<file path="src/assert_macros.svh">
// Concurrent check helpers. The user module supplies clk and rst_n.
`ifndef ASSERT_MACROS_SVH
`define ASSERT_MACROS_SVH

// Same-cycle implication, held off during reset
`define HDT_ASSERT(lbl, ante, cons, msg) \
  lbl: assert property (@(posedge clk) disable iff (!rst_n) (ante) |-> (cons)) \
    else $error(msg);

// Next-cycle implication, held off during reset
`define HDT_ASSERT_NXT(lbl, ante, cons, msg) \
  lbl: assert property (@(posedge clk) disable iff (!rst_n) (ante) |=> (cons)) \
    else $error(msg);

`endif

</file>
<file path="src/hdt_pkg.sv">
package hdt_pkg;

  // Field widths
  localparam int IDENT_W  = 32;
  localparam int ACTION_W = 3;
  localparam int REQ_W    = 8;
  localparam int DIFF_W   = 6;
  localparam int SLOT_W   = 2;

  typedef logic [ACTION_W-1:0] action_t;
  typedef logic [IDENT_W-1:0]  ident_t;
  typedef logic [REQ_W-1:0]    req_t;
  typedef logic [DIFF_W-1:0]   diff_t;
  typedef logic [SLOT_W-1:0]   slot_t;

  // Action codes
  localparam action_t ACT_READ_ID   = 3'd0;
  localparam action_t ACT_READ_SLOT = 3'd1;
  localparam action_t ACT_SET       = 3'd2;
  localparam action_t ACT_INC       = 3'd3;
  localparam action_t ACT_DEC       = 3'd4;

  // Parameter defaults
  localparam int TABLE_SLOTS_DEF        = 4;
  localparam int DEFAULT_DIFFICULTY_DEF = 1;

  // Remainder unit: identity bits consumed per cycle
  localparam int HASH_BITS   = 8;
  localparam int HASH_CYCLES = IDENT_W / HASH_BITS;

  // Configuration port
  localparam int CFG_AW = 2;
  localparam int CFG_DW = 32;
  localparam logic [CFG_AW-1:0] REG_MAX_DIFF = 2'd0;
  localparam diff_t MAX_DIFF_RESET = 6'd28;

endpackage

</file>
<file path="src/hdt_req_if.sv">
interface hdt_req_if;
  logic              valid;
  logic              ready;
  hdt_pkg::action_t  action;
  hdt_pkg::ident_t   ident_word0;
  hdt_pkg::ident_t   ident_word1;
  hdt_pkg::ident_t   ident_word2;
  hdt_pkg::ident_t   ident_word3;
  hdt_pkg::req_t     slot_request;
  hdt_pkg::req_t     new_difficulty;

  modport source (
    output valid, action, ident_word0, ident_word1, ident_word2, ident_word3,
           slot_request, new_difficulty,
    input  ready
  );
  modport sink (
    input  valid, action, ident_word0, ident_word1, ident_word2, ident_word3,
           slot_request, new_difficulty,
    output ready
  );
endinterface

</file>
<file path="src/hdt_rsp_if.sv">
interface hdt_rsp_if;
  logic            valid;
  logic            ready;
  hdt_pkg::slot_t  slot;
  hdt_pkg::diff_t  difficulty;
  logic            rejected;

  modport source (
    output valid, slot, difficulty, rejected,
    input  ready
  );
  modport sink (
    input  valid, slot, difficulty, rejected,
    output ready
  );
endinterface

</file>
<file path="src/hashed_difficulty_table_unit.sv">
// Hashed difficulty table: one puzzle difficulty per slot, kept in a small
// synchronous memory.
// Request channel (in_ch): valid/ready; a transfer carries the action, the
// four identity words, a slot number for read by slot and a new value for set.
// Result channel (out_ch): valid/ready; one result per request with the slot,
// the value read or written (zero when refused) and a reject flag.
// cfg_*: APB write/read of max_difficulty at byte address 0; pready is always
// high. Write it only while no request is in flight.
// One request is in flight at a time: it passes through the remainder unit (one
// identity byte per cycle), then the table read, then the update.
// The result sits in an output register, so the next request is accepted
// while it waits; a stalled receiver only holds off the update step.
// Reset: every entry reads as DEFAULT_DIFFICULTY (per-entry valid bits are
// cleared, no sweep), max_difficulty returns to 28, both channels go idle.
`include "assert_macros.svh"

module hashed_difficulty_table_unit #(
  parameter int TABLE_SLOTS        = hdt_pkg::TABLE_SLOTS_DEF,
  parameter int DEFAULT_DIFFICULTY = hdt_pkg::DEFAULT_DIFFICULTY_DEF
) (
  input  logic                       clk,
  input  logic                       rst_n,
  hdt_req_if.sink                    in_ch,
  hdt_rsp_if.source                  out_ch,
  input  logic                       cfg_psel,
  input  logic                       cfg_penable,
  input  logic                       cfg_pwrite,
  input  logic [hdt_pkg::CFG_AW-1:0] cfg_paddr,
  input  logic [hdt_pkg::CFG_DW-1:0] cfg_pwdata,
  output logic [hdt_pkg::CFG_DW-1:0] cfg_prdata,
  output logic                       cfg_pready
);

  localparam int IDX_W = (TABLE_SLOTS > 1) ? $clog2(TABLE_SLOTS) : 1;
  localparam int RW    = $clog2(TABLE_SLOTS) + 1;
  localparam int RW1   = RW + 1;
  localparam int CNT_W = (hdt_pkg::HASH_CYCLES > 1) ? $clog2(hdt_pkg::HASH_CYCLES) : 1;
  localparam logic [CNT_W-1:0] LAST_CNT = CNT_W'(hdt_pkg::HASH_CYCLES - 1);
  localparam int BYTE_VALS = 2 ** hdt_pkg::HASH_BITS;

  // Residue of each byte value modulo the slot count
  function automatic logic [BYTE_VALS*RW-1:0] byte_res_tbl();
    logic [BYTE_VALS*RW-1:0] t;
    t = '0;
    for (int v = 0; v < BYTE_VALS; v++) begin
      t[v*RW +: RW] = RW'(v % TABLE_SLOTS);
    end
    return t;
  endfunction

  // Residue of each partial remainder after a one-byte shift
  function automatic logic [TABLE_SLOTS*RW-1:0] shift_res_tbl();
    logic [TABLE_SLOTS*RW-1:0] t;
    t = '0;
    for (int r = 0; r < TABLE_SLOTS; r++) begin
      t[r*RW +: RW] = RW'((r * BYTE_VALS) % TABLE_SLOTS);
    end
    return t;
  endfunction

  localparam logic [BYTE_VALS*RW-1:0]   BYTE_TBL  = byte_res_tbl();
  localparam logic [TABLE_SLOTS*RW-1:0] SHIFT_TBL = shift_res_tbl();

  localparam logic [1:0] ST_IDLE = 2'd0;
  localparam logic [1:0] ST_HASH = 2'd1;
  localparam logic [1:0] ST_READ = 2'd2;
  localparam logic [1:0] ST_EXEC = 2'd3;

  logic [1:0]            state_r, state_nxt;
  hdt_pkg::action_t      act_r;
  hdt_pkg::req_t         req_r;
  hdt_pkg::req_t         newd_r;
  hdt_pkg::ident_t       h_r;
  logic [RW-1:0]         rem_r, rem_nxt;
  logic [CNT_W-1:0]      cnt_r;
  hdt_pkg::diff_t        max_r;

  hdt_pkg::diff_t        mem [TABLE_SLOTS];
  logic [TABLE_SLOTS-1:0] vld_r;
  hdt_pkg::diff_t        rd_data_r;
  logic                  rd_vld_r;

  logic                  out_valid_r;
  hdt_pkg::slot_t        out_slot_r;
  hdt_pkg::diff_t        out_diff_r;
  logic                  out_rej_r;

  logic                  in_fire;
  logic                  out_free;
  logic                  exec_load;
  logic                  mem_we;
  logic [IDX_W-1:0]      tbl_idx;
  hdt_pkg::ident_t       xw;
  hdt_pkg::diff_t        cur;
  logic [hdt_pkg::REQ_W-1:0] want;
  logic                  is_write;
  logic                  rej;
  hdt_pkg::diff_t        res_val;
  hdt_pkg::slot_t        res_slot;
  logic                  cfg_wr;

  // Request handshake: one request in flight
  assign in_ch.ready = (state_r == ST_IDLE);
  assign in_fire     = in_ch.valid && in_ch.ready;
  assign out_free    = !out_valid_r || out_ch.ready;
  assign exec_load   = (state_r == ST_EXEC) && out_free;

  // XOR the identity words and fold the upper bytes into the low byte
  always_comb begin
    xw = in_ch.ident_word0 ^ in_ch.ident_word1 ^ in_ch.ident_word2 ^ in_ch.ident_word3;
    xw[7:0] = xw[7:0] ^ xw[31:24] ^ xw[23:16] ^ xw[15:8];
  end

  // Remainder unit: fold in the top hash byte, reduce modulo slots
  always_comb begin : rem_step
    logic [RW-1:0]  sh;
    logic [RW-1:0]  bv;
    logic [RW1-1:0] tw;
    sh = SHIFT_TBL[rem_r[IDX_W-1:0] * RW +: RW];
    bv = BYTE_TBL[h_r[hdt_pkg::IDENT_W-1 -: hdt_pkg::HASH_BITS] * RW +: RW];
    tw = {1'b0, sh} + {1'b0, bv};
    if (tw >= RW1'(TABLE_SLOTS)) begin
      tw = tw - RW1'(TABLE_SLOTS);
    end
    rem_nxt = tw[RW-1:0];
  end

  // Sequencer
  always_comb begin
    state_nxt = state_r;
    unique case (state_r)
      ST_IDLE: if (in_fire) state_nxt = ST_HASH;
      ST_HASH: if (cnt_r == LAST_CNT) state_nxt = ST_READ;
      ST_READ: state_nxt = ST_EXEC;
      ST_EXEC: if (out_free) state_nxt = ST_IDLE;
      default: state_nxt = ST_IDLE;
    endcase
  end

  always_ff @(posedge clk) begin
    if (!rst_n) begin
      state_r <= ST_IDLE;
    end else begin
      state_r <= state_nxt;
    end
  end

  // Capture the request and run the remainder
  always_ff @(posedge clk) begin
    if (in_fire) begin
      act_r  <= in_ch.action;
      req_r  <= in_ch.slot_request;
      newd_r <= in_ch.new_difficulty;
      h_r    <= xw;
      rem_r  <= '0;
      cnt_r  <= '0;
    end else if (state_r == ST_HASH) begin
      h_r   <= h_r << hdt_pkg::HASH_BITS;
      rem_r <= rem_nxt;
      cnt_r <= cnt_r + 1'b1;
    end
  end

  // Table address: requested slot or hashed slot
  always_comb begin
    if (act_r == hdt_pkg::ACT_READ_SLOT) begin
      tbl_idx  = IDX_W'(req_r);
      res_slot = hdt_pkg::slot_t'(req_r);
    end else begin
      tbl_idx  = IDX_W'(rem_r);
      res_slot = hdt_pkg::slot_t'(rem_r);
    end
  end

  // Table memory: read in ST_READ, write back in ST_EXEC
  always_ff @(posedge clk) begin
    if (mem_we) begin
      mem[tbl_idx] <= res_val;
    end
    if (state_r == ST_READ) begin
      rd_data_r <= mem[tbl_idx];
      rd_vld_r  <= vld_r[tbl_idx];
    end
  end

  // Entries never written read as the default
  always_ff @(posedge clk) begin
    if (!rst_n) begin
      vld_r <= '0;
    end else if (mem_we) begin
      vld_r[tbl_idx] <= 1'b1;
    end
  end

  // Modify: pick the new value and check its range
  always_comb begin
    cur      = rd_vld_r ? rd_data_r : hdt_pkg::diff_t'(DEFAULT_DIFFICULTY);
    want     = '0;
    is_write = 1'b0;
    rej      = 1'b0;
    case (act_r)
      hdt_pkg::ACT_READ_ID: begin
        want = hdt_pkg::REQ_W'(cur);
      end
      hdt_pkg::ACT_READ_SLOT: begin
        want = hdt_pkg::REQ_W'(cur);
        rej  = ({1'b0, req_r} >= 9'(TABLE_SLOTS));
      end
      hdt_pkg::ACT_SET: begin
        want     = newd_r;
        is_write = 1'b1;
      end
      hdt_pkg::ACT_INC: begin
        want     = hdt_pkg::REQ_W'(cur) + 1'b1;
        is_write = 1'b1;
      end
      hdt_pkg::ACT_DEC: begin
        want     = hdt_pkg::REQ_W'(cur) - 1'b1;
        is_write = (cur != '0);
        rej      = (cur == '0);
      end
      default: rej = 1'b1;
    endcase
    if (is_write && (want == '0 || want > hdt_pkg::REQ_W'(max_r))) begin
      rej = 1'b1;
    end
    res_val = rej ? '0 : want[hdt_pkg::DIFF_W-1:0];
  end

  assign mem_we = exec_load && is_write && !rej;

  // Output register: load on update, drop after transfer
  always_ff @(posedge clk) begin
    if (!rst_n) begin
      out_valid_r <= 1'b0;
    end else if (exec_load) begin
      out_valid_r <= 1'b1;
    end else if (out_ch.ready) begin
      out_valid_r <= 1'b0;
    end
  end

  always_ff @(posedge clk) begin
    if (exec_load) begin
      out_slot_r <= res_slot;
      out_diff_r <= res_val;
      out_rej_r  <= rej;
    end
  end

  assign out_ch.valid      = out_valid_r;
  assign out_ch.slot       = out_slot_r;
  assign out_ch.difficulty = out_diff_r;
  assign out_ch.rejected   = out_rej_r;

  // Configuration register
  assign cfg_pready = 1'b1;
  assign cfg_wr     = cfg_psel && cfg_penable && cfg_pwrite && cfg_pready;

  always_ff @(posedge clk) begin
    if (!rst_n) begin
      max_r <= hdt_pkg::MAX_DIFF_RESET;
    end else if (cfg_wr && cfg_paddr == hdt_pkg::REG_MAX_DIFF) begin
      max_r <= cfg_pwdata[hdt_pkg::DIFF_W-1:0];
    end
  end

  assign cfg_prdata = (cfg_paddr == hdt_pkg::REG_MAX_DIFF) ? hdt_pkg::CFG_DW'(max_r) : '0;

  // Checks
  `HDT_ASSERT_NXT(a_accept_starts_hash, in_fire, state_r == ST_HASH, "accepted request did not start hashing")
  `HDT_ASSERT(a_rem_in_range, state_r == ST_READ, rem_r < RW'(TABLE_SLOTS), "hashed slot out of range")
  `HDT_ASSERT(a_write_in_range, mem_we, res_val != '0 && res_val <= max_r, "table write outside 1..max")
  `HDT_ASSERT(a_reject_zero, out_valid_r && out_rej_r, out_diff_r == '0, "refused result carries a value")

endmodule

</file>
<file path="src/flat_wrapper.sv">
// flat-port wrapper written by rule: the top's interface ports become plain ports
module hashed_difficulty_table_unit_flat 
#(
  parameter int TABLE_SLOTS        = hdt_pkg::TABLE_SLOTS_DEF,
  parameter int DEFAULT_DIFFICULTY = hdt_pkg::DEFAULT_DIFFICULTY_DEF
)
  (clk, rst_n, cfg_psel, cfg_penable, cfg_pwrite, cfg_paddr, cfg_pwdata, cfg_prdata, cfg_pready, in_ch_valid, in_ch_action, in_ch_ident_word0, in_ch_ident_word1, in_ch_ident_word2, in_ch_ident_word3, in_ch_slot_request, in_ch_new_difficulty, in_ch_ready, out_ch_valid, out_ch_slot, out_ch_difficulty, out_ch_rejected, out_ch_ready);
  hdt_req_if in_ch_i ();
  hdt_rsp_if out_ch_i ();
  input  logic clk;
  input  logic rst_n;
  input  logic cfg_psel;
  input  logic cfg_penable;
  input  logic cfg_pwrite;
  input  logic [hdt_pkg::CFG_AW-1:0] cfg_paddr;
  input  logic [hdt_pkg::CFG_DW-1:0] cfg_pwdata;
  output logic [hdt_pkg::CFG_DW-1:0] cfg_prdata;
  output logic cfg_pready;
  input wire logic [$bits(in_ch_i.valid)-1:0] in_ch_valid;
  input wire logic [$bits(in_ch_i.action)-1:0] in_ch_action;
  input wire logic [$bits(in_ch_i.ident_word0)-1:0] in_ch_ident_word0;
  input wire logic [$bits(in_ch_i.ident_word1)-1:0] in_ch_ident_word1;
  input wire logic [$bits(in_ch_i.ident_word2)-1:0] in_ch_ident_word2;
  input wire logic [$bits(in_ch_i.ident_word3)-1:0] in_ch_ident_word3;
  input wire logic [$bits(in_ch_i.slot_request)-1:0] in_ch_slot_request;
  input wire logic [$bits(in_ch_i.new_difficulty)-1:0] in_ch_new_difficulty;
  output wire logic [$bits(in_ch_i.ready)-1:0] in_ch_ready;
  output wire logic [$bits(out_ch_i.valid)-1:0] out_ch_valid;
  output wire logic [$bits(out_ch_i.slot)-1:0] out_ch_slot;
  output wire logic [$bits(out_ch_i.difficulty)-1:0] out_ch_difficulty;
  output wire logic [$bits(out_ch_i.rejected)-1:0] out_ch_rejected;
  input wire logic [$bits(out_ch_i.ready)-1:0] out_ch_ready;
  assign in_ch_i.valid = in_ch_valid;
  assign in_ch_i.action = in_ch_action;
  assign in_ch_i.ident_word0 = in_ch_ident_word0;
  assign in_ch_i.ident_word1 = in_ch_ident_word1;
  assign in_ch_i.ident_word2 = in_ch_ident_word2;
  assign in_ch_i.ident_word3 = in_ch_ident_word3;
  assign in_ch_i.slot_request = in_ch_slot_request;
  assign in_ch_i.new_difficulty = in_ch_new_difficulty;
  assign in_ch_ready = in_ch_i.ready;
  assign out_ch_valid = out_ch_i.valid;
  assign out_ch_slot = out_ch_i.slot;
  assign out_ch_difficulty = out_ch_i.difficulty;
  assign out_ch_rejected = out_ch_i.rejected;
  assign out_ch_i.ready = out_ch_ready;
  hashed_difficulty_table_unit #(.TABLE_SLOTS(TABLE_SLOTS), .DEFAULT_DIFFICULTY(DEFAULT_DIFFICULTY)) u_core (.clk(clk), .rst_n(rst_n), .in_ch(in_ch_i), .out_ch(out_ch_i), .cfg_psel(cfg_psel), .cfg_penable(cfg_penable), .cfg_pwrite(cfg_pwrite), .cfg_paddr(cfg_paddr), .cfg_pwdata(cfg_pwdata), .cfg_prdata(cfg_prdata), .cfg_pready(cfg_pready));
endmodule
</file>
<file path="config.mk">
export PLATFORM = sky130hd
export DESIGN_NAME = hashed_difficulty_table_unit_flat
export DESIGN_NICKNAME = d
export VERILOG_FILES = /design/src/hdt_pkg.sv /design/src/hdt_req_if.sv /design/src/hdt_rsp_if.sv /design/src/hashed_difficulty_table_unit.sv /design/src/flat_wrapper.sv
export VERILOG_INCLUDE_DIRS = /design/src /design/src/src
export SDC_FILE = /design/constraint.sdc
export NUM_CORES = 1
export LEC_CHECK = 0
export ABC_CLOCK_PERIOD_IN_PS = 10800
export BUFFER_PORTS_ARGS = -buffer_cell sky130_fd_sc_hd__buf_2
export CORE_MARGIN = 1
export CORE_UTILIZATION = 38
export CTS_CLUSTER_DIAMETER = 200
export DETAILED_ROUTE_END_ITERATION = 12
export GPL_TIMING_DRIVEN = 0
export HOLD_SLACK_MARGIN = 0.12
export PLACE_DENSITY = 0.75
export SLEW_MARGIN = 20
export SYNTH_ARGS = -nofsm -noshare
export SYNTH_HDL_FRONTEND = slang
export SYNTH_SLANG_ARGS = --single-unit
</file>
<file path="constraint.sdc">
create_clock -name clk -period 10.8 [get_ports clk]
set_input_delay 2.16 -clock clk [delete_from_list [all_inputs] [get_ports clk]]
set_output_delay 2.16 -clock clk [all_outputs]
set_load 0.02 [all_outputs]
</file>
* Yosys cells after proc, flatten, opt, wreduce, memory -nomap -nowiden
Memory sizes are Yosys's and may differ from the RTL's. A register that Yosys moved wholly into a read port is not among the register bits.
Cells that the tools add are included.
** Word-level totals
- Flip-flop bits (word level) :: 78
- RAM bits :: 24
- Output and inout bits :: 44
- Word-level logic and storage cells :: 95
- Memories kept :: 1
** Memory list
- u_core.mem :: depth 4, bits a word 6, read ports 1, clocked after memory_dff 1, write ports 1, RTL line hashed_difficulty_table_unit.sv:78 : hdt_pkg::diff_t mem [TABLE_SLOTS];
** Cells by class
- Add/subtract/negate cells :: 5
- Multiply operators :: 2
- Order comparisons :: 5
- Eq/ne operators :: 11
- Shift-type cells :: 2
- Mux-type cells :: 23
- Bitwise logic cells :: 7
- Reduce and logical (&&, ||, !) cells :: 25
** Operator list (number)
- 768-bit by 11-bit variable part select with 3-bit output (first input constant) :: 1
- 32-bit XOR :: 3
- 32-bit 2-to-1 mux :: 2
- 8-bit case mux with 4 select lines :: 1
- 8-bit XOR :: 3
- 6-bit 2-to-1 mux :: 3
- 12-bit by 5-bit variable part select with 3-bit output (first input constant) :: 1
- 8-bit by 2-bit multiplier with 10-bit output (second input constant) :: 1
- 2-bit 2-to-1 mux :: 5
- 1-bit logical AND :: 9
- 8-bit by 3-bit >= comparator with 1-bit output (second input constant) :: 1
- 8-bit by 6-bit > comparator with 1-bit output :: 1
- 8-bit logical NOT :: 1
- 2-bit case mux with 4 select lines :: 1
- 6-bit by 1-bit adder with 7-bit output (second input constant) :: 1
- 1-bit 2-to-1 mux :: 7
- 6-bit by 1-bit subtractor with 7-bit output (second input constant) :: 1
- 2-bit equality test (second input constant) :: 3
- 3-bit by 2-bit equality test with 1-bit output (second input constant) :: 2
- 6-bit logical NOT :: 1
- 6-bit nonzero test :: 1
- 3-bit by 3-bit adder with 4-bit output :: 1
- 4-bit by 3-bit >= comparator with 1-bit output (second input constant) :: 1
- 2-bit logical NOT :: 2
- 22 further kinds :: 27

* Depth between registers and ports, before layout
Gate-level depths: netlist of the first run.
- Depth in word-level cells :: 11
- Gate-level depth with buffers :: 15

* Least setup slack after synthesis of the first run
Ideal clock, no wire load.
- Path type :: input to output
- From :: in cfg_paddr[1] in the netlist's numbering
- To :: out cfg_prdata[1] in the netlist's numbering
- Data arrival time :: 2.645 ns
- Required time :: 8.640 ns
- Setup slack :: 5.995 ns
- Stages on the path :: 1
- Buffers on the path :: 0
- Path through :: nor3_1
** On the way
- Longest elaborated chain between the ends :: 2
** Ends and longest elaborated chain
- start: declaration :: RTL line flat_wrapper.sv:15 : input logic [hdt_pkg::CFG_AW-1:0] cfg_paddr;
- 2-bit logical NOT :: RTL line hashed_difficulty_table_unit.sv:268 : assign cfg_prdata = (cfg_paddr == hdt_pkg::REG_MAX_DIFF) ? hdt_pkg::CFG_DW'(max_r) : '0;
- 6-bit 2-to-1 mux :: RTL line hashed_difficulty_table_unit.sv:268
- end: declaration :: RTL line flat_wrapper.sv:17 : output logic [hdt_pkg::CFG_DW-1:0] cfg_prdata;
No other way between the ends.

* Worst setup path in the final report of the first run
- From :: in cfg_paddr[1] in the netlist's numbering
- To :: out cfg_prdata[0] in the netlist's numbering
The elaborated chain is that of the path after synthesis.

==> summary.txt, run 1 <==
Setup path
  • Crit path max fanout: 6
  • CP max stage cell: buf_2
  • CP delay by family, top: buffers and inverters
  • Max incr delay on CP: ~0.15 ns
  • CP Launch Type: input port
  • Register-to-register setup slack: ~6.5 ns
  • Crit path cell chain: buf_2 > nor2_1 > and2_1 > buf_2
  • WP data arrival: ~2.7 ns
  • WP data required: 8.64 ns
  • WS Path Type: in -> out
  • CP Buf/Inv Count: 2
  • Cell mode on critical path: buf_2
  • Critical Path End Type: output pin

Clock tree
  • # hold bufs at CTS: 0
  • Clock root buffer: clkbuf_16
  • Num CTS Buffers: 9
  • Clock transition at path regs: roughly 0.060 ns
  • TritonCTS clock tree: yes
  • Clk_lat worst skew: around 0.34 ns
  • # clock sinks: 84
  • Post-CTS Setup Inserts: 0
  • Post-CTS Resized: 0
  • H-tree levels: 3
  • CTS Buffer Depth: 2

Global route
  • Initial antenna violation count: 0
  • Gr usage total: between 15 and 20%
  • Pin count of the biggest net entering global routing: 24
  • GRT overflow: 0
  • First-pass GRT wire length: 14800 um
  • Vias in the first global route: 3063

Run
  • Max cap viols: 0

Die
  • Starting Density: 39.5%
  • Num rows: 39
  • Num ports: between 200 and 250
  • Die area: 0.0124 mm2
  • Floorplan core area: about 0.012 mm2
  • Die Span Y: approximately 110 um
  • Die Width: 111 um

Layout
  • Diode count: 0
  • Final #Nets: around 710
  • Most common cell after layout, fill and taps aside: buf_2
  • Area Growth Syn to Fin: 21.8%
  • Design Area, Final: around 0.0055 mm2
  • Layout cells sized above 1: 31.6%
  • Fill count: between 1000 and 1500
  • Most frequent cells in the layout: buf_2, edfxtp_1, xnor2_1, buf_4, conb_1
  • Core Util, Final: between 40% and 50%
  • Multi-input gate area: 0.00187 mm2
  • Seq. cell area: ~0.0024 mm2

Detailed routing
  • Iter 0 DRT Violations: ~240
  • Antenna viol nets, final: 0
  • DRC: 18
  • DR vias/cell: between 4 and 5
  • Pre-Repair DR Iteration Count: 9
  • Wire per inst: between 10 and 15 um
  • Routed vias: 3171
  • Wirelength, routed: 9150 um

Run status
  • Status: finished, violations left
  • Failing checks: design-rule violations

STA
  • Final Cycle Share: approximately 45%
  • Max Freq: 205 MHz
  • Tightest Pin Transition: ~1.0 ns
  • Clock skew: between 0.008 and 0.009 ns
  • Slew margin rel.: a little over 30%
  • Fin Hold WS: roughly 0.47 ns
  • Min Tclk post-route: 4.87 ns
  • Hold Vio Cnt, Final: 0
  • Final Slew Violations: 0
  • Final setup viols: 0
  • Total negative setup slack: 0 ns
  • RSZ-0062 raised after global routing: false
  • Final WS setup: around 5.9 ns

Logic synthesis
  • Post-synthesis sequential area ratio: 51.8%
  • Area of the mapped netlist: 0.00454 mm2
  • Yosys Warn Count: 0
  • Cells after Synth: ~390
  • Synth cell types: 61
  • Synth Flop Type: edfxtp_1
  • Post-synth EDFFs: 67
  • Mean post-synth cell area: around 12 um2
  • Ys async rst share: 0%
  • Synthesized flop and latch total: 84

Place
  • Post-DP Area: ~0.0052 mm2
  • Dpl hpwl: 6880 um
  • Port Buffer Count: just over 80
  • DP Worst Slack: around 5.8 ns
  • Routability cong.: between 0.8 and 0.9

Pwr
  • Pwr dens: roughly 220 mW/mm2
  • Leak: roughly 2.3 nW
  • Peak supply drop: approximately 0.12 mV

Hold path
  • Hold crit path type: reg -> reg
## worst paths after layout
path | startpoint | endpoint | cells past startpoint
max reg2reg | u_core.rd_data_r[0] | u_core.mem[0][5] | 14
max | cfg_paddr[1] | cfg_prdata[0] | 4
min reg2reg | u_core.vld_r[3] | u_core.vld_r[3] | 2
min | u_core.vld_r[3] | u_core.vld_r[3] | 2
## layout make-up
cell class              count  area share (%)
flip-flops and latches     84            42.5
multi-input cells         260            33.8
repair buffers             82            7.42
plain buffers              45            6.08
clock buffers              10            4.14
well taps                 143            3.23
inverters                  23            1.56
clock inverters             6            1.29
## tightest hold or removal path: cells and delay by family, from the launching register on
kind            cells  cell delay, ns
simple gates        1            0.06
compound gates      1            0.04
flops               1            0.33
## Yosys cell counts (2+ instances only)
library cell / n / area share (%)
inv_2: 2 / 0.17
a311oi_1: 2 / 0.39
edfxtp_1: 67 / 44
a21o_1: 2 / 0.33
nor2_2: 2 / 0.28
and2_0: 7 / 0.96
xnor2_1: 34 / 6.6
conb_1: 2 / 0.17
and2_1: 4 / 0.55
a211oi_1: 12 / 2.0
buf_4: 28 / 4.6
dfxtp_1: 17 / 7.5
nand2b_1: 2 / 0.28
o31ai_2: 2 / 0.55
nand4_1: 4 / 0.55
o41ai_1: 2 / 0.39
o32a_1: 2 / 0.44
and3_1: 2 / 0.28
nor3_1: 7 / 0.77
or4_4: 2 / 0.50
nand2_1: 23 / 1.9
ha_1: 13 / 3.6
o211ai_2: 2 / 0.55
inv_1: 21 / 1.7
clkbuf_1: 7 / 0.58
o31ai_4: 2 / 0.94
buf_2: 2 / 0.22
nand3_1: 6 / 0.66
nor4_2: 3 / 0.83
nor2_1: 19 / 1.6
o21ai_0: 9 / 0.99
nand3b_1: 4 / 0.66
mux2i_1: 19 / 4.2
a21oi_1: 12 / 1.3
nor4_1: 2 / 0.28
nor2b_1: 9 / 1.2
buf_6: 8 / 2.0
## per-layer routing
| metal | track usage, % | vias up | share of wire [%] | wire, um |
|---|---|---|---|---|
| li1 | - | 1568 | - | - |
| met2 | 25.8 | 126 | 49 | 4450 |
| met5 | 0 | - | 0 | 0 |
| met4 | 5.14 | 0 | 1.1 | 100 |
| met1 | 19.5 | 1469 | 44 | 3990 |
| met3 | 3.76 | 8 | 6.6 | 606 |
## metrics by stage
| stage | std cells | total power, mW |
|---|---|---|
| final | 653 | 1.20 |
| after global routing | 653 | 1.26 |
| after CTS | 653 | 1.20 |
| after detailed placement | 637 | 0.891 |
| after global placement | 637 | 0.873 |
| after floorplan | 412 | 0.784 |
## where the power goes
group / leakage, nW / switching (mW) / internal [mW]
clock network: 0.140 / 0.128 / 0.181
logic: 1.37 / 0.261 / 0.156
registers: 0.767 / 0.0277 / 0.442
total: 2.27 / 0.416 / 0.780
## registers in the layout, indices dropped and copies added, names as in the netlist, 3 cells and up
name                      flops
u_core.mem                   24
u_core.h_r                    8
u_core.newd_r                 8
u_core.req_r                  8
u_core.max_r                  6
u_core.out_ch.difficulty      6
u_core.rd_data_r              6
u_core.vld_r                  4
u_core.act_r                  3
## cell families after synthesis
| logic type | synth area share (%) |
|---|---|
| AOI/OAI and AO/OA | 11.3 |
| xor gates and xnor gates | 6.55 |
| adders and majority gates | 3.58 |
| buffers and inverters | 9.31 |
| DFF | 51.8 |
| muxes | 4.19 |
| other | 0.165 |
| and+or+nand+nor | 13.1 |
No activity file was read; power rests on OpenSTA's default activity.
==> run 2: changes to the inputs <==
--- a/config.mk
+++ b/config.mk
@@ -6,7 +6,7 @@
 export SDC_FILE = /design/constraint.sdc
 export NUM_CORES = 1
 export LEC_CHECK = 0
-export ABC_CLOCK_PERIOD_IN_PS = 10800
+export ABC_CLOCK_PERIOD_IN_PS = 4400
 export BUFFER_PORTS_ARGS = -buffer_cell sky130_fd_sc_hd__buf_2
 export CORE_MARGIN = 1
 export CORE_UTILIZATION = 38
@@ -14,7 +14,7 @@
 export DETAILED_ROUTE_END_ITERATION = 12
 export GPL_TIMING_DRIVEN = 0
 export HOLD_SLACK_MARGIN = 0.12
-export PLACE_DENSITY = 0.75
+export PLACE_DENSITY = 0.77
 export SLEW_MARGIN = 20
 export SYNTH_ARGS = -nofsm -noshare
 export SYNTH_HDL_FRONTEND = slang
==> constraint.sdc (replaced) <==
create_clock -name clk -period 4.4 [get_ports clk]
set_input_delay 0.88 -clock clk [delete_from_list [all_inputs] [get_ports clk]]
set_output_delay 0.88 -clock clk [all_outputs]
set_load 0.02 [all_outputs]
==> summary.txt, run 2 (synthesis results as in run 1) <==
Die
  • Die Span Y: 111 um (unchanged)
  • Num rows: 39 (unchanged)
  • Num ports: 232 (unchanged)
  • Die area: 0.0124 mm2 (unchanged)
  • Die Width: 111 um (unchanged)
  • Floorplan core area: 0.0115 mm2 (unchanged)
  • Starting Density: 39.5% (unchanged)

STA
  • Min Tclk post-route: roughly 4 ns
  • Max Freq: ~250 MHz
  • Slew margin rel.: 29.1% (-1.9 points)
  • RSZ-0062 raised after global routing: false
  • Clock skew: 0.00917 ns (+0.000476 ns)
  • Total negative setup slack: 0 ns (unchanged)
  • Final Slew Violations: 0 (unchanged)
  • Final Cycle Share: 92.1%
  • Tightest Pin Transition: 1.06 ns (+0.0287 ns)
  • Final WS setup: 0.346 ns (-5.59 ns)
  • Hold Vio Cnt, Final: 0 (unchanged)
  • Final setup viols: 0 (unchanged)

Detailed routing
  • Iter 0 DRT Violations: 229 (-3.8%)
  • DR vias/cell: 4.80 (-1.1%)
  • DRC: 14 (-4)
  • Routed vias: 3136 (-1.1%)
  • Pre-Repair DR Iteration Count: 9 (unchanged)
  • Wire per inst: 14.0 um (about the same)
  • Antenna viol nets, final: 0 (unchanged)
  • Wirelength, routed: 9150 um (about the same)

Place
  • Post-DP Area: 0.00523 mm2 (unchanged)
  • DP Worst Slack: 0.0328 ns (-5.78 ns)
  • Dpl cells: 637 (unchanged)
  • Routability cong.: 0.897 (+1.3%)
  • Dpl hpwl: 6960 um (+1.1%)
  • Port Buffer Count: 82 (unchanged)

Layout
  • Diode count: 0 (unchanged)
  • Final #Nets: 706 (unchanged)
  • Most frequent cells in the layout: buf_2, edfxtp_1, xnor2_1, buf_4, conb_1
  • Largest register FFs: 24 (unchanged)
  • Design Area, Final: 0.00558 mm2 (+0.93%)
  • Top reg by flops: u_core.mem
  • Area Growth Syn to Fin: 22.9%
  • Most common cell after layout, fill and taps aside: buf_2
  • Fin cells: 653 (unchanged)
  • Layout cells sized above 1: 32.2% (+0.59 points)

Global route
  • Vias in the first global route: 3003 (-2.0%)
  • First-pass GRT wire length: 14700 um (-0.47%)
  • Gr usage total: 15.3% (-0.090 points)
  • GRT overflow: 0 (unchanged)
  • Initial antenna violation count: 0 (unchanged)
  • Pin count of the biggest net entering global routing: 24 (unchanged)

Run
  • Max cap viols: 0 (unchanged)

Clock tree
  • Num CTS Buffers: 9 (unchanged)
  • # hold bufs at CTS: 0 (unchanged)
  • TritonCTS clock tree: yes
  • Clk_lat worst skew: 0.34 ns (about the same)
  • CTS Buffer Depth: 2 (unchanged)
  • Clock root buffer: clkbuf_16
  • # clock sinks: 84 (unchanged)
  • Clock transition at path regs: 0.06 ns (about the same)
  • H-tree levels: 3 (unchanged)
  • Post-CTS Setup Inserts: 0 (unchanged)

Run status
  • Status: finished, violations left
  • Failing checks: design-rule violations

Setup path
  • WS Path Type: reg -> reg
  • WP data arrival: 4.03 ns (+1.32 ns)
  • WP data required: 4.37 ns (-4.27 ns)
  • CP Launch Type: register
  • Crit path max fanout: 9 (+3)
  • Critical Path End Type: register

Pwr
  • Leak: 2.28 nW (+0.28%)
  • Peak supply drop: 0.242 mV (+100%)
  • Pwr dens: 530 mW/mm2 (+150%)

Hold path
  • Hold crit path type: reg -> reg
run 2: final timing paths:
kind | from | end | slack, ns | cells after the start
worst max-delay path | u_core.rd_data_r[0] | u_core.mem[1][0] | 0.35 | 15
worst min-delay path | u_core.vld_r[3] | u_core.vld_r[3] | 0.46 | 2
worst max register to register | u_core.rd_data_r[0] | u_core.mem[1][0] | 0.35 | 15
worst min register to register | u_core.vld_r[3] | u_core.vld_r[3] | 0.46 | 2
run 2: through the flow:
stage                     utilization [%]  hold WS, ns  power, mW
after floorplan                         -        0.417       1.92
after global placement               45.4        0.431       2.14
after detailed placement             45.4        0.449       2.18
after CTS                            48.1        0.463       2.95
after global routing                 48.5        0.501       3.12
final                                48.5        0.460       2.96
run 2: report_power, final:
| part | switching [mW] | internal [mW] |
|---|---|---|
| logic | 0.663 | 0.389 |
| registers | 0.0667 | 1.09 |
| clock network | 0.312 | 0.442 |
run 2: timing repair:
item	4_1_cts	5_1_grt
endpoints found under the hold margin	0	0
setup endpoints to repair	2	24
gates resized for setup	1	6
run 2: metal layers:
layer | GRT usage (%) | up-vias | routed length, um | part of all wire [%]
met1 | 19.2 | 1448 | 4000 | 44
met3 | 3.10 | 12 | 582 | 6.4
met2 | 25.7 | 109 | 4420 | 48
met5 | 0 | - | 0 | 0
li1 | - | 1567 | - | -
met4 | 6.67 | 0 | 147 | 1.6
run 2: worst max-delay path, cell delays in order, from the launching register on:
cell,delay (ns)
edfxtp_1,0.38
buf_6,0.15
nand2b_1,0.23
ha_1,0.30
nand3_1,0.13
nand2_1,0.06
and3_1,0.19
o21ai_4,0.25
ha_1,0.30
and3_1,0.21
o21a_1,0.11
a2111oi_2,0.36
o211ai_2,0.19
or2_1,0.27
buf_6,0.16
nor4_4,0.40
run 2: area by class of cell:
| class | count | area (um2) |
|---|---|---|
| plain buffers | 45 | 337 |
| multi-input cells | 260 | 1920 |
| repair buffers | 82 | 410 |
| fillers | 1016 | 5930 |
| inverters | 23 | 86.3 |
| clock inverters | 7 | 75.1 |
| clock buffers | 9 | 225 |
| well taps | 143 | 179 |
| flip-flops and latches | 84 | 2350 |
==> run 3: changes to the inputs <==
--- a/config.mk
+++ b/config.mk
@@ -9,12 +9,12 @@
 export ABC_CLOCK_PERIOD_IN_PS = 4400
 export BUFFER_PORTS_ARGS = -buffer_cell sky130_fd_sc_hd__buf_2
 export CORE_MARGIN = 1
-export CORE_UTILIZATION = 38
+export CORE_UTILIZATION = 42
 export CTS_CLUSTER_DIAMETER = 200
 export DETAILED_ROUTE_END_ITERATION = 12
 export GPL_TIMING_DRIVEN = 0
 export HOLD_SLACK_MARGIN = 0.12
-export PLACE_DENSITY = 0.77
+export PLACE_DENSITY = 0.84
 export SLEW_MARGIN = 20
 export SYNTH_ARGS = -nofsm -noshare
 export SYNTH_HDL_FRONTEND = slang
==> summary.txt, run 3 (synthesis results as in run 1) <==
Layout
  • Most common cell after layout, fill and taps aside: buf_2
  • Core Util, Final: 52.4% (+3.9 points)
  • Fill count: 900 (-11%)
  • Area Growth Syn to Fin: 20.1%
  • Largest register FFs: 24 (unchanged)
  • Final #Nets: 706 (unchanged)
  • Fin cells: 646 (-1.1%)
  • Most frequent cells in the layout: buf_2, edfxtp_1, xnor2_1, buf_4, conb_1
  • Layout cells sized above 1: 32.0% (-0.20 points)
  • Top reg by flops: u_core.mem
  • Diode count: 0 (unchanged)

Pwr
  • Leak: 2.23 nW (-2.1%)
  • Pwr dens: 504 mW/mm2 (-4.8%)
  • Total chip power: 2.75 mW (-6.9%)
  • Peak supply drop: 0.402 mV (+66%)

Place
  • Port Buffer Count: 82 (unchanged)
  • DP Worst Slack: 0.00396 ns (-0.0288 ns)
  • Dpl cells: 630 (-1.1%)
  • Routability cong.: 0.870 (-3.0%)
  • Dpl hpwl: 7060 um (+1.4%)

Detailed routing
  • Pre-Repair DR Iteration Count: 5 (-4)
  • Antenna viol nets, final: 0 (unchanged)
  • DRC: 0 (-14)
  • DR vias/cell: 4.99 (+3.9%)
  • Wire per inst: 14.2 um (+1.6%)
  • Wirelength, routed: 9200 um (+0.51%)
  • Iter 0 DRT Violations: 242 (+5.7%)
  • Routed vias: 3222 (+2.7%)

Run status
  • Status: completed

Setup path
  • Reg2Reg Depth: 15 (unchanged)
  • Crit path depth: 15 (unchanged)
  • Crit path max fanout: 9 (unchanged)
  • CP Capture Point: u_core.mem[0][0]
  • WP data required: 4.41 ns (+0.04 ns)
  • Max incr delay on CP: 0.40 ns (about the same)
  • WS Path Type: reg -> reg
  • Crit path cell chain: buf_6 > nand2b_1 > ha_1 > nand3_1 > nand2_1 > and3_1 > o21ai_4 > ha_1 > and3_1 > o21a_1 > a2111oi_2 > o211ai_2 > or2_1 > buf_6 > nor4_4
  • Worst r2r src: u_core.rd_data_r[0]
  • CP max stage cell: edfxtp_1
  • Register-to-register setup slack: 0.35 ns (about the same)
  • WP data arrival: 4.06 ns (+0.03 ns)
  • Critical Path End Type: register
  • CP Buf/Inv Count: 2 (unchanged)
  • Critical path startpoint: u_core.rd_data_r[0]
  • Critical R2R Capture: u_core.mem[0][0]
  • CP delay by family, top: simple AND/OR/NAND/NOR gates
  • CP Launch Type: register

Clock tree
  • CTS Buffer Depth: 2 (unchanged)
  • H-tree levels: 3 (unchanged)
  • Num CTS Buffers: 9 (unchanged)
  • Clock transition at path regs: 0.09 ns (+0.03 ns)
  • # hold bufs at CTS: 0 (unchanged)
  • # clock sinks: 84 (unchanged)
  • Post-CTS Setup Inserts: 0 (unchanged)
  • Clock root buffer: clkbuf_8
  • TritonCTS clock tree: yes
  • Clk_lat worst skew: 0.36 ns (+0.02 ns)

Global route
  • GRT overflow: 0 (unchanged)
  • First-pass GRT wire length: 14800 um (+0.37%)
  • Gr usage total: 17.1% (+1.8 points)
  • Initial antenna violation count: 0 (unchanged)
  • Pin count of the biggest net entering global routing: 24 (unchanged)
  • Vias in the first global route: 3082 (+2.6%)

Die
  • Floorplan core area: 0.0104 mm2 (-9.6%)
  • Die Span Y: 106 um (-4.8%)
  • Starting Density: 43.6% (+4.2 points)
  • Die area: 0.0112 mm2 (-9.4%)
  • Num rows: 37 (-5.1%)
  • Die Width: 106 um (-4.8%)
  • Num ports: 232 (unchanged)

STA
  • RSZ-0062 raised after global routing: false
  • Min Tclk post-route: 4.05 ns (-0.00347 ns)
  • Tightest Pin Transition: 0.987 ns (-0.0748 ns)
  • Final WS setup: 0.349 ns (+0.00347 ns)
  • Max Freq: 247 MHz (about the same)
  • Total negative setup slack: 0 ns (unchanged)
  • Final setup viols: 0 (unchanged)
  • Final Slew Violations: 0 (unchanged)
  • Clock skew: 0.00971 ns (+0.000543 ns)
  • Hold Vio Cnt, Final: 0 (unchanged)
  • Slew margin rel.: 34.1% (+5.0 points)
  • Final Cycle Share: 92.1% (about the same)

Hold path
  • Hold crit path type: reg -> reg

Run
  • Max cap viols: 0 (unchanged)
==> run 3: layer usage <==
metal / global-route usage [%] / routed length (um) / vias up / share of wire, %
met3: 3.25 / 595 / 16 / 6.5
met2: 30.2 / 4570 / 133 / 50
met5: 0 / 0 / - / 0
li1: - / - / 1565 / -
met4: 7.84 / 208 / 0 / 2.3
met1: 20.2 / 3820 / 1508 / 42
==> run 3: final cells by class <==
type                    instances  area, um2  area share, %
well taps                     136        170           3.12
multi-input cells             260       1910           35.0
inverters                      23       86.3           1.58
plain buffers                  45        337           6.17
clock inverters                 5       60.1           1.10
repair buffers                 82        410           7.52
flip-flops and latches         84       2350           43.1
clock buffers                  11        131           2.41
==> run 3: worst min path at each step <==
stage / from / to / slack, ns / depth (start not counted)
final: u_core.vld_r[3] / u_core.vld_r[3] / 0.47 / 2
after global routing: u_core.vld_r[3] / u_core.vld_r[3] / 0.49 / 2
after CTS: u_core.vld_r[3] / u_core.vld_r[3] / 0.46 / 2
after detailed placement: u_core.vld_r[3] / u_core.vld_r[3] / 0.44 / 2
after global placement: u_core.vld_r[3] / u_core.vld_r[3] / 0.43 / 2
after floorplan: u_core.vld_r[3] / u_core.vld_r[3] / 0.42 / 2
==> run 3: timing repair <==
action                                  CTS  global route
cloned                                    0             0
endpoints found under the setup margin    6            22
resized for setup                         1             5
==> run 3: where the power goes <==
| part | total (mW) | internal (mW) | switching [mW] |
|---|---|---|---|
| Clock | 0.546 | 0.266 | 0.281 |
| Sequential | 1.15 | 1.08 | 0.0691 |
| Combinational | 1.05 | 0.389 | 0.664 |
==> run 3: metrics by stage <==
stage / area, um2 / hold slack [ns]
2_1_floorplan: 4640 / 0.417
3_3_place_gp: 5220 / 0.432
3_5_place_dp: 5220 / 0.440
4_1_cts: 5420 / 0.460
5_1_grt: 5460 / 0.488
6_report: 5460 / 0.467
==> run 3: worst min-delay path, stage by stage, from the launching register on <==
cell     delay, ns
dfxtp_1       0.34
nand2_1       0.06
o41ai_2       0.04
